**config.mk**
```make
export PLATFORM = sky130hd
export DESIGN_NAME = accumulator_mcu_instruction_execute
export DESIGN_NICKNAME = d
export VERILOG_FILES = /design/src/hw/rtl/amie_pkg.sv /design/src/hw/rtl/amie_front.sv /design/src/hw/rtl/amie_back.sv /design/src/hw/rtl/accumulator_mcu_instruction_execute.sv
export SDC_FILE = /design/constraint.sdc
export NUM_CORES = 2
export LEC_CHECK = 0
export BUFFER_PORTS_ARGS = -buffer_cell sky130_fd_sc_hd__buf_2
export CAP_MARGIN = 20
export CORE_MARGIN = 5
export CORE_UTILIZATION = 30
export CTS_BUF_LIST = sky130_fd_sc_hd__clkbuf_8
export CTS_CLUSTER_SIZE = 16
export DETAILED_ROUTE_END_ITERATION = 10
export GPL_TIMING_DRIVEN = 0
export PLACE_DENSITY = 0.41
export RECOVER_POWER = 25
export SLEW_MARGIN = 25
export SYNTH_ARGS = -nofsm -noshare
export SYNTH_HDL_FRONTEND = slang
export SYNTH_HIERARCHICAL = 1
export SYNTH_SLANG_ARGS = --single-unit
```
**constraint.sdc**
```tcl
create_clock -name clk -period 26 [get_ports clk]
set_input_delay 3.9 -clock clk [delete_from_list [all_inputs] [get_ports clk]]
set_output_delay 3.9 -clock clk [all_outputs]
set_load 0.005 [all_outputs]
```
**src/hw/rtl/amie_pkg.sv**
```systemverilog
// Shared types and constants for the accumulator MCU instruction execute block.
package amie_pkg;

	typedef enum logic [5:0] {
		OP_ADDWF  = 6'd0,  OP_ANDWF  = 6'd1,  OP_CLRF   = 6'd2,  OP_CLRW   = 6'd3,
		OP_COMF   = 6'd4,  OP_DECF   = 6'd5,  OP_DECFSZ = 6'd6,  OP_INCF   = 6'd7,
		OP_INCFSZ = 6'd8,  OP_IORWF  = 6'd9,  OP_MOVF   = 6'd10, OP_MOVWF  = 6'd11,
		OP_NOP    = 6'd12, OP_RLF    = 6'd13, OP_RRF    = 6'd14, OP_SUBWF  = 6'd15,
		OP_SWAPF  = 6'd16, OP_XORWF  = 6'd17, OP_BCF    = 6'd18, OP_BSF    = 6'd19,
		OP_BTFSC  = 6'd20, OP_BTFSS  = 6'd21, OP_ADDLW  = 6'd22, OP_ANDLW  = 6'd23,
		OP_CLRWDT = 6'd24, OP_IORLW  = 6'd25, OP_MOVLW  = 6'd26, OP_SUBLW  = 6'd27,
		OP_XORLW  = 6'd28, OP_RETLW  = 6'd29, OP_CALL   = 6'd30, OP_GOTO   = 6'd31,
		OP_RETFIE = 6'd32, OP_RETURN = 6'd33, OP_SLEEP  = 6'd34
	} op_t;

	localparam logic [6:0] ADDR_INDF   = 7'd0;
	localparam logic [6:0] ADDR_STATUS = 7'd3;
	localparam logic [6:0] ADDR_FSR    = 7'd4;

	localparam logic [2:0] FLAG_C    = 3'b001;
	localparam logic [2:0] FLAG_DC   = 3'b010;
	localparam logic [2:0] FLAG_Z    = 3'b100;
	localparam logic [2:0] FLAG_ALL  = 3'b111;
	localparam logic [3:0] NIBBLE    = 4'hF;

	typedef struct packed {
		logic [5:0]  cmd;
		logic [6:0]  file_addr;
		logic        dest_to_file;
		logic [2:0]  bit_index;
		logic [7:0]  literal;
		logic [10:0] jump_target;
	} instr_t;

	typedef struct packed {
		logic [12:0] pc_next;
		logic [7:0]  w_value;
		logic [2:0]  flags;
		logic        reg_written;
		logic [7:0]  reg_addr;
		logic [7:0]  reg_data;
		logic        skipped;
	} result_t;

	// Classified instruction as it sits in the queue between front and back.
	typedef struct packed {
		op_t         op;
		logic [6:0]  file_addr;
		logic        dest_to_file;
		logic [2:0]  bit_index;
		logic [7:0]  literal;
		logic [10:0] jump_target;
	} entry_t;

	// Queue handshake toward the back end.
	typedef struct packed {
		logic   empty;
		entry_t head;
	} q_status_t;

endpackage

```
**src/hw/rtl/amie_front.sv**
```systemverilog
// Front end: accepts instructions, classifies the opcode and queues them.
module amie_front
	import amie_pkg::*;
(
	input  logic      clk,
	input  logic      arst_n,
	input  logic      push,
	output logic      full,
	input  instr_t    instr,
	output q_status_t q_status,
	input  logic      q_pop
);

	entry_t     slot_q [2];
	logic       wr_ptr_q;
	logic       rd_ptr_q;
	logic [1:0] count_q;
	entry_t     decoded;
	logic       do_push;
	logic       do_pop;

	// Codes past the last instruction, and the sleep/watchdog/interrupt
	// returns, all collapse to NOP.
	always_comb begin
		decoded.file_addr    = instr.file_addr;
		decoded.dest_to_file = instr.dest_to_file;
		decoded.bit_index    = instr.bit_index;
		decoded.literal      = instr.literal;
		decoded.jump_target  = instr.jump_target;
		if (instr.cmd > OP_SLEEP) begin
			decoded.op = OP_NOP;
		end else begin
			decoded.op = op_t'(instr.cmd);
		end
		if (decoded.op == OP_CLRWDT || decoded.op == OP_RETFIE || decoded.op == OP_SLEEP) begin
			decoded.op = OP_NOP;
		end
	end

	assign full           = (count_q == 2'd2);
	assign do_push        = push && !full;
	assign do_pop         = q_pop && (count_q != 2'd0);
	assign q_status.empty = (count_q == 2'd0);
	assign q_status.head  = slot_q[rd_ptr_q];

	always_ff @(posedge clk) begin
		if (do_push) begin
			slot_q[wr_ptr_q] <= decoded;
		end
	end

	always_ff @(posedge clk or negedge arst_n) begin
		if (!arst_n) begin
			wr_ptr_q <= 1'b0;
			rd_ptr_q <= 1'b0;
			count_q  <= 2'd0;
		end else begin
			if (do_push) wr_ptr_q <= !wr_ptr_q;
			if (do_pop)  rd_ptr_q <= !rd_ptr_q;
			count_q <= count_q + {1'b0, do_push} - {1'b0, do_pop};
		end
	end

endmodule

```
**src/hw/rtl/amie_back.sv**
```systemverilog
// Back end: register file, W, STATUS, return stack and instruction execution.
module amie_back
	import amie_pkg::*;
#(
	parameter int REG_FILE_DEPTH = 256,
	parameter int STACK_DEPTH    = 8,
	parameter int PC_WIDTH       = 13
) (
	input  logic      clk,
	input  logic      arst_n,
	input  q_status_t q_status,
	output logic      q_pop,
	output logic      empty,
	input  logic      pop,
	output result_t   result
);

	localparam int AW = $clog2(REG_FILE_DEPTH);
	localparam int SW = $clog2(STACK_DEPTH);

	typedef enum logic [1:0] {
		S_FETCH = 2'b01,
		S_EXEC  = 2'b10
	} state_t;

	state_t                state_q;
	logic [7:0]            mem [REG_FILE_DEPTH];
	logic [REG_FILE_DEPTH-1:0] valid_q;
	logic [7:0]            w_q;
	logic [7:0]            status_q;
	logic [7:0]            fsr_q;
	logic [PC_WIDTH-1:0]   pc_q;
	logic [PC_WIDTH-1:0]   stack_q [STACK_DEPTH];
	logic [SW-1:0]         sp_q;

	entry_t                item_s1;
	logic [AW-1:0]         eff_s1;
	logic [7:0]            rd_s1;
	logic                  vld_s1;

	result_t               res_q;
	logic                  out_valid_q;

	// Effective address for the head of the queue.
	logic [8:0]            fsr_wrap;
	logic [AW-1:0]         eff;

	always_comb begin
		fsr_wrap = {1'b0, fsr_q} - 9'(REG_FILE_DEPTH);
		if (q_status.head.file_addr != ADDR_INDF) begin
			eff = AW'(q_status.head.file_addr);
		end else if ({1'b0, fsr_q} >= 9'(REG_FILE_DEPTH)) begin
			eff = fsr_wrap[AW-1:0];
		end else begin
			eff = AW'(fsr_q);
		end
	end

	assign q_pop = (state_q == S_FETCH) && !q_status.empty;

	// Execute
	logic                exec_go;
	logic [7:0]          fv;
	logic [7:0]          t;
	logic [8:0]          sum9;
	logic [4:0]          nib_sum;
	logic [7:0]          res;
	logic [2:0]          fmask;
	logic [2:0]          nf;
	logic                wr_file;
	logic                wr_w;
	logic                skip;
	logic                written;
	logic [7:0]          v;
	logic [7:0]          s_new;
	logic [7:0]          bmask;
	logic [PC_WIDTH-1:0] pc1;
	logic [PC_WIDTH-1:0] pc_fin;
	logic [SW-1:0]       sp_inc;
	logic [SW-1:0]       sp_dec;
	logic                is_status;
	logic                is_fsr;

	assign exec_go   = (state_q == S_EXEC) && (!out_valid_q || pop);
	assign is_status = (eff_s1 == AW'(ADDR_STATUS));
	assign is_fsr    = (eff_s1 == AW'(ADDR_FSR));
	assign pc1       = pc_q + 1'b1;
	assign sp_inc    = (sp_q == SW'(STACK_DEPTH - 1)) ? '0 : sp_q + 1'b1;
	assign sp_dec    = (sp_q == '0) ? SW'(STACK_DEPTH - 1) : sp_q - 1'b1;
	assign bmask     = 8'd1 << item_s1.bit_index;

	always_comb begin
		if (eff_s1 == AW'(ADDR_INDF))  fv = 8'd0;
		else if (is_status)            fv = status_q;
		else if (is_fsr)               fv = fsr_q;
		else if (vld_s1)               fv = rd_s1;
		else                           fv = 8'd0;

		t       = (item_s1.op == OP_ADDWF || item_s1.op == OP_SUBWF) ? fv : item_s1.literal;
		sum9    = {1'b0, t} + {1'b0, w_q};
		nib_sum = {1'b0, t[3:0]} + {1'b0, w_q[3:0]};
		res     = 8'd0;
		fmask   = 3'b000;
		nf      = 3'b000;
		wr_file = 1'b0;
		wr_w    = 1'b0;
		skip    = 1'b0;
		pc_fin  = pc1;

		unique case (item_s1.op)
			OP_ADDWF, OP_ADDLW: begin
				res   = sum9[7:0];
				fmask = FLAG_ALL;
				if (sum9[8])    nf = nf | FLAG_C;
				if (nib_sum[4]) nf = nf | FLAG_DC;
				if (item_s1.op == OP_ADDWF) begin
					wr_file = item_s1.dest_to_file;
					wr_w    = !item_s1.dest_to_file;
				end else begin
					wr_w = 1'b1;
				end
			end
			OP_SUBWF, OP_SUBLW: begin
				res   = t - w_q;
				fmask = FLAG_ALL;
				if (t >= w_q)                         nf = nf | FLAG_C;
				if ((t & {4'h0, NIBBLE}) >= (w_q & {4'h0, NIBBLE})) nf = nf | FLAG_DC;
				if (item_s1.op == OP_SUBWF) begin
					wr_file = item_s1.dest_to_file;
					wr_w    = !item_s1.dest_to_file;
				end else begin
					wr_w = 1'b1;
				end
			end
			OP_ANDWF, OP_COMF, OP_DECF, OP_INCF, OP_IORWF, OP_MOVF, OP_XORWF: begin
				case (item_s1.op)
					OP_ANDWF: res = w_q & fv;
					OP_COMF:  res = ~fv;
					OP_DECF:  res = fv - 8'd1;
					OP_INCF:  res = fv + 8'd1;
					OP_IORWF: res = w_q | fv;
					OP_MOVF:  res = fv;
					default:  res = w_q ^ fv;
				endcase
				fmask   = FLAG_Z;
				wr_file = item_s1.dest_to_file;
				wr_w    = !item_s1.dest_to_file;
			end
			OP_CLRF: begin
				fmask   = FLAG_Z;
				wr_file = 1'b1;
			end
			OP_CLRW: begin
				fmask = FLAG_Z;
				wr_w  = 1'b1;
			end
			OP_DECFSZ, OP_INCFSZ: begin
				res     = (item_s1.op == OP_DECFSZ) ? fv - 8'd1 : fv + 8'd1;
				wr_file = item_s1.dest_to_file;
				wr_w    = !item_s1.dest_to_file;
				skip    = (res == 8'd0);
			end
			OP_MOVWF: begin
				res     = w_q;
				wr_file = 1'b1;
			end
			OP_RLF: begin
				res     = {fv[6:0], status_q[0]};
				fmask   = FLAG_C;
				nf      = {2'b00, fv[7]};
				wr_file = item_s1.dest_to_file;
				wr_w    = !item_s1.dest_to_file;
			end
			OP_RRF: begin
				res     = {status_q[0], fv[7:1]};
				fmask   = FLAG_C;
				nf      = {2'b00, fv[0]};
				wr_file = item_s1.dest_to_file;
				wr_w    = !item_s1.dest_to_file;
			end
			OP_SWAPF: begin
				res     = {fv[3:0], fv[7:4]};
				wr_file = item_s1.dest_to_file;
				wr_w    = !item_s1.dest_to_file;
			end
			OP_BCF: begin
				res     = fv & ~bmask;
				wr_file = 1'b1;
			end
			OP_BSF: begin
				res     = fv | bmask;
				wr_file = 1'b1;
			end
			OP_BTFSC: skip = ((fv & bmask) == 8'd0);
			OP_BTFSS: skip = ((fv & bmask) != 8'd0);
			OP_ANDLW, OP_IORLW, OP_XORLW: begin
				case (item_s1.op)
					OP_ANDLW: res = w_q & item_s1.literal;
					OP_IORLW: res = w_q | item_s1.literal;
					default:  res = w_q ^ item_s1.literal;
				endcase
				fmask = FLAG_Z;
				wr_w  = 1'b1;
			end
			OP_MOVLW: begin
				res  = item_s1.literal;
				wr_w = 1'b1;
			end
			OP_RETLW, OP_RETURN: begin
				if (item_s1.op == OP_RETLW) begin
					res  = item_s1.literal;
					wr_w = 1'b1;
				end
				pc_fin = stack_q[sp_dec];
			end
			OP_CALL, OP_GOTO: pc_fin = PC_WIDTH'(item_s1.jump_target);
			default: ;
		endcase

		if (fmask != 3'b000 && res == 8'd0) nf = nf | (fmask & FLAG_Z);

		written = wr_file && (eff_s1 != AW'(ADDR_INDF));
		v       = res;
		if (is_status && fmask != 3'b000) v = {res[7:3], status_q[2:0]};
		s_new   = (written && is_status) ? v : status_q;
		s_new   = {s_new[7:3], (s_new[2:0] & ~fmask) | (nf & fmask)};
		if (skip) pc_fin = pc_fin + 1'b1;
	end

	always_ff @(posedge clk) begin
		if (q_pop) begin
			item_s1 <= q_status.head;
			eff_s1  <= eff;
			rd_s1   <= mem[eff];
		end
		if (exec_go && written) begin
			mem[eff_s1] <= v;
		end
		if (exec_go && item_s1.op == OP_CALL) begin
			stack_q[sp_q] <= pc1;
		end
		if (exec_go) begin
			res_q.pc_next     <= 13'(pc_fin);
			res_q.w_value     <= wr_w ? res : w_q;
			res_q.flags       <= s_new[2:0];
			res_q.reg_written <= written;
			res_q.reg_addr    <= written ? 8'(eff_s1) : 8'd0;
			res_q.reg_data    <= written ? (is_status ? s_new : v) : 8'd0;
			res_q.skipped     <= skip;
		end
	end

	always_ff @(posedge clk or negedge arst_n) begin
		if (!arst_n) begin
			state_q     <= S_FETCH;
			valid_q     <= '0;
			vld_s1      <= 1'b0;
			w_q         <= 8'd0;
			status_q    <= 8'd0;
			fsr_q       <= 8'd0;
			pc_q        <= '0;
			sp_q        <= '0;
			out_valid_q <= 1'b0;
		end else begin
			if (exec_go)  out_valid_q <= 1'b1;
			else if (pop) out_valid_q <= 1'b0;
			unique case (state_q)
				S_FETCH: begin
					if (q_pop) begin
						vld_s1  <= valid_q[eff];
						state_q <= S_EXEC;
					end
				end
				S_EXEC: begin
					if (exec_go) begin
						state_q     <= S_FETCH;
						pc_q        <= pc_fin;
						status_q    <= s_new;
						if (wr_w) w_q <= res;
						if (written) valid_q[eff_s1] <= 1'b1;
						if (written && is_fsr) fsr_q <= v;
						if (item_s1.op == OP_CALL) sp_q <= sp_inc;
						if (item_s1.op == OP_RETLW || item_s1.op == OP_RETURN) sp_q <= sp_dec;
					end
				end
				default: state_q <= S_FETCH;
			endcase
		end
	end

	assign empty  = !out_valid_q;
	assign result = res_q;

endmodule

```
**src/hw/rtl/accumulator_mcu_instruction_execute.sv**
```systemverilog
// Top level of the accumulator MCU instruction execute block.
// A transaction goes through the queue, the operand read register and the result register.
// The back end takes one transaction at a time: register file read state, then execute state.
// A two-entry instruction queue takes new transactions while the back end works or stalls.
// Reset (arst_n low) clears W, STATUS, FSR, PC, stack pointer, queues and the
// register file valid bits at once; no clearing pass is needed.
module accumulator_mcu_instruction_execute
	import amie_pkg::*;
#(
	parameter int REG_FILE_DEPTH = 256,
	parameter int STACK_DEPTH    = 8,
	parameter int PC_WIDTH       = 13
) (
	input  logic    clk,
	input  logic    arst_n,
	input  logic    push,
	output logic    full,
	input  instr_t  instr,
	output logic    empty,
	input  logic    pop,
	output result_t result
);

	q_status_t q_status;
	logic      q_pop;

	// Front: accept and classify, queue up to two transactions.
	amie_front u_front (
		.clk      (clk),
		.arst_n   (arst_n),
		.push     (push),
		.full     (full),
		.instr    (instr),
		.q_status (q_status),
		.q_pop    (q_pop)
	);

	// Back: read operand, execute, write back, hold result in output register.
	amie_back #(
		.REG_FILE_DEPTH (REG_FILE_DEPTH),
		.STACK_DEPTH    (STACK_DEPTH),
		.PC_WIDTH       (PC_WIDTH)
	) u_back (
		.clk      (clk),
		.arst_n   (arst_n),
		.q_status (q_status),
		.q_pop    (q_pop),
		.empty    (empty),
		.pop      (pop),
		.result   (result)
	);

endmodule

```
==> summary.md <==
| Metric | Value |
|---|---|
| Status | finished, violations left |
| Failing checks | max-capacitance violations, max-slew violations |
| Startpoint types | register |
| Cell Pwr Density | 141.3 mW/mm^2 |
| Vias per cell | 5.561 |
| DRT iter0 DRCs | 11,600 |
| Yosys warning count | 6 |
| Netlist cell types | 88 |
| Final Skew | 0.08655 ns |
| Global Route Usage Sum | around 28% |
| Top-area cell type share of the netlist area | between 60% and 70% |
| Final Power | between 0.015 and 0.02 W |
| DR vias | slightly above 80,000 |
| Primary FF master, synth | edfxtp_1 |
| EDFF count, synth | around 2,300 |
| Final Hold Fails | 0 |
| Max VDD drop | about 0.00012 V |
| Max_cap viols | 17 |
| Max_slew headroom | -220.5% |
| Mapped Cells | 8,741 |
| Cell taking the most area after synthesis | edfxtp_1 |
| Layout cells sized above 1 | 16.93% |
| Fin crit share | between 40 and 50% |
| Worst path cell trace | clkbuf_1, or4_1, clkbuf_1, a211o_1, clkbuf_1, a22o_1, clkinvlp_2, nand2_1, o21a_1, ha_1, o2111ai_1, mux2_1, clkbuf_1, mux2i_1, o2111a_1, a21oi_1 |
| Critical path's slowest cell | clkbuf_1 |
| Gr ovfl total | 0 |
| Placer Congestion | between 1 and 1.5 |
| Area occupied by multi-input gates | 0.03053 sq mm |
| Post-Syn Area | 0.1089 sq mm |
| Crit path DAT | about 13 ns |
| Number of global-route vias before repair | 77,300 |
| Syn_area_per_cell | between 10 and 15 sq um |
| Slew of the pin with the lowest slew margin | between 4 and 5 ns |
| Reg2Reg Depth | 16 |
| Post-Route WL | 533,400 um |
| Initial Util | 30.08% |
| Buf+Inv Stages, Crit Path | 5 |
| Register area share after synthesis | 70.72% |
| Crit path largest cell delay | 3.15 ns |
| Growth of design area from synthesis to finish | 18.08% |
| Worst-path clk slew | 0.06 ns |
| Drt wl/cell | 36.12 um |
| Max clock buf depth | 4 |
| RSZ-0062 raised after global routing | false |
| Critical Setup Path Class | register to register |
| CTS root buf | clkbuf_8 |
| Worst-skew pair later-pin latency | approximately 1.2 ns |
| CORE AREA | approximately 0.36 sq mm |
| Post-CTS sizing | 0 |
| Post-synth ARST share | about an eighth |
| Leakage | 46.92 nW |
| Num CTS Buffers | between 400 and 500 |
| Slew Limit Fails | 719 |
| Routed Antenna Nets | 0 |
| Post-CTS setup buffer count | 0 |
| Worst EP required | 26.96 ns |
| Flops & latches, synth | 2,615 |
| Buffers on Ports | 83 |
| CP Depth | 16 |
| H-tree depth | 5 |
| Hold Buf Count CTS | 0 |
| Nets | slightly below 10,000 |
| Worst hold path type | register to register |
| Max FO, Critical Path | 81 |
| Largest net degree at the start of global routing | 85 |
| Minimum clock period | roughly 12 ns |
| Full die area | 0.3751 sq mm |
| CTS tree | built |
| Die Y-Extent | 612.5 um |
| Antenna violations before repair | 68 |
| Dpl hpwl | 397,000 um |
| Worst Setup End Kind | register |
| Global-route wire length before repair | 699,900 um |
| Final setup fails | 0 |
| DR DRC count | 0 |
| Setup TNS | 0 ns |
| Std cell rows | 221 |
| Fmax | 85.21 MHz |
| Clock sink count | about 2,600 |
| Dominant cells by area after synthesis | edfxtp_1 64%, nand2_1 8.0%, dfrtp_1 7.0% |
| Hold depth | 1 |
| Storage element area | 0.07701 sq mm |
| Delay-heaviest family, CP | buffers and inverters |
| Fill cells | 35,580 |
| DR pass1 iterations | 6 |
| Most used cell, CP | clkbuf_1 |
| Die Width | roughly 600 um |
| IO Count | 84 |
==> path summary, 6_finish.rpt <==
check	slack, ns	end	startpoint
setup / recovery	14.26	u_back/result[1]$_SDFFCE_PN0P_	u_back/eff_s1[7]$_DFFE_PP_
hold / removal	0.46	u_back/valid_q[219]$_DFFE_PN0P_	u_back/valid_q[219]$_DFFE_PN0P_
setup reg to reg	14.26	u_back/result[1]$_SDFFCE_PN0P_	u_back/eff_s1[7]$_DFFE_PP_
hold reg to reg	0.46	u_back/valid_q[219]$_DFFE_PN0P_	u_back/valid_q[219]$_DFFE_PN0P_
max in group asynchronous	14.31	u_back/valid_q[209]$_DFFE_PN0P_	arst_n
min in group asynchronous	3.93	u_back/valid_q[43]$_DFFE_PN0P_	arst_n
==> area by class of cell <==
| type | count | area share, % |
|---|---|---|
| flip-flops and latches | 2615 | 59.89 |
| multi-input cells | 5481 | 23.75 |
| clock buffers | 493 | 5.277 |
| well taps | 4794 | 4.665 |
| repair buffers | 358 | 2.976 |
| plain buffers | 577 | 1.878 |
| clock inverters | 343 | 1.288 |
| inverters | 75 | 0.2199 |
| diodes | 29 | 0.05644 |
==> cell usage after synthesis (all sizes together), types with 19 or more instances <==
cell type	n
ha	59
a221oi	22
mux4	41
a31oi	99
nand2	2323
and2	25
or2	259
buf	121
edfxtp	2311
dfrtp	303
nor2b	34
o21ai	57
a211o	19
xnor2	34
a21oi	58
a311oi	286
mux2i	51
mux2	80
nand3	1129
and3	154
nor3	30
nand4	27
a22oi	33
inv	70
nor2	354
a211oi	26
clkbuf	456
a311o	37
o2111ai	19
==> routing by layer <==
| layer | GRT usage [%] | share of wire, % | vias up |
|---|---|---|---|
| met3 | 5.414 | 9.1 | 1126 |
| met2 | 41.82 | 44 | 4666 |
| met5 | 0 | 0.051 | - |
| met1 | 37.52 | 41 | 42560 |
| li1 | - | - | 33750 |
| met4 | 13.96 | 6.2 | 18 |
==> sequential cells by signal, indices dropped and copies added, names as in the netlist, 3 cells and up <==
| name | cells |
|---|---|
| u_back/pc_q | 13 |
| u_back/result | 42 |
| u_back/valid_q | 256 |
| u_back/item_s1 | 29 |
| u_back/w_q | 8 |
| u_back/rd_s1 | 8 |
| u_back/mem | 2048 |
| u_back/status_q | 8 |
| u_back/eff_s1 | 8 |
| u_front/slot_q | 72 |
| u_back/sp_q | 3 |
| u_back/stack_q | 104 |
| u_back/fsr_q | 8 |
==> through the flow <==
stage	hold slack [ns]	setup WS, ns	utilization (%)	cell area [sq um]	std cells
2_1_floorplan	0.4289	15.10	-	108900	8748
3_3_place_gp	0.4460	0.6109	31.86	115300	13630
3_5_place_dp	0.4476	17.68	33.37	120800	13900
4_1_cts	0.4612	17.57	35.70	129200	14740
5_1_grt	0.4747	13.10	35.50	128500	14740
6_report	0.4614	14.26	35.52	128600	14770
==> power breakdown <==
group,switching (W),internal [W]
Combinational,0.00651,0.00189
Sequential,0.000101,0.00608
Clock,0.00180,0.00178
Total,0.00842,0.00975
==> kinds of logic (layout without fill, tap and decap cells) <==
family / count (synthesis) / in the layout / share of synthesized area (%)
simple gates: 4419 / 4419 / 17.99
other cells: 1 / 37 / 0.003444
flops: 2615 / 2615 / 70.72
compound gates: 776 / 776 / 5.643
xor+xnor: 45 / 45 / 0.3620
fa+ha+maj: 61 / 61 / 0.7147
buf+inv: 652 / 1846 / 2.321
mux: 172 / 172 / 2.244
==> placed cells by master, fill, tap and decap left out, types with 51 or more instances in the layout <==
cell type	instances
nand2_1	2321
edfxtp_1	2311
nand3_1	1129
clkbuf_8	493
clkbuf_1	404
dfrtp_1	303
inv_1	274
or2_2	259
a311oi_1	215
nor2_1	169
nor2_2	160
and3_1	154
clkbuf_2	153
a31oi_1	98
buf_2	79
buf_1	76
a311oi_2	71
buf_4	70
clkinv_1	67
buf_6	64
ha_1	59
a21oi_1	57
o21ai_0	54
mux2i_1	51
No activity file was read; power rests on OpenSTA's default activity.
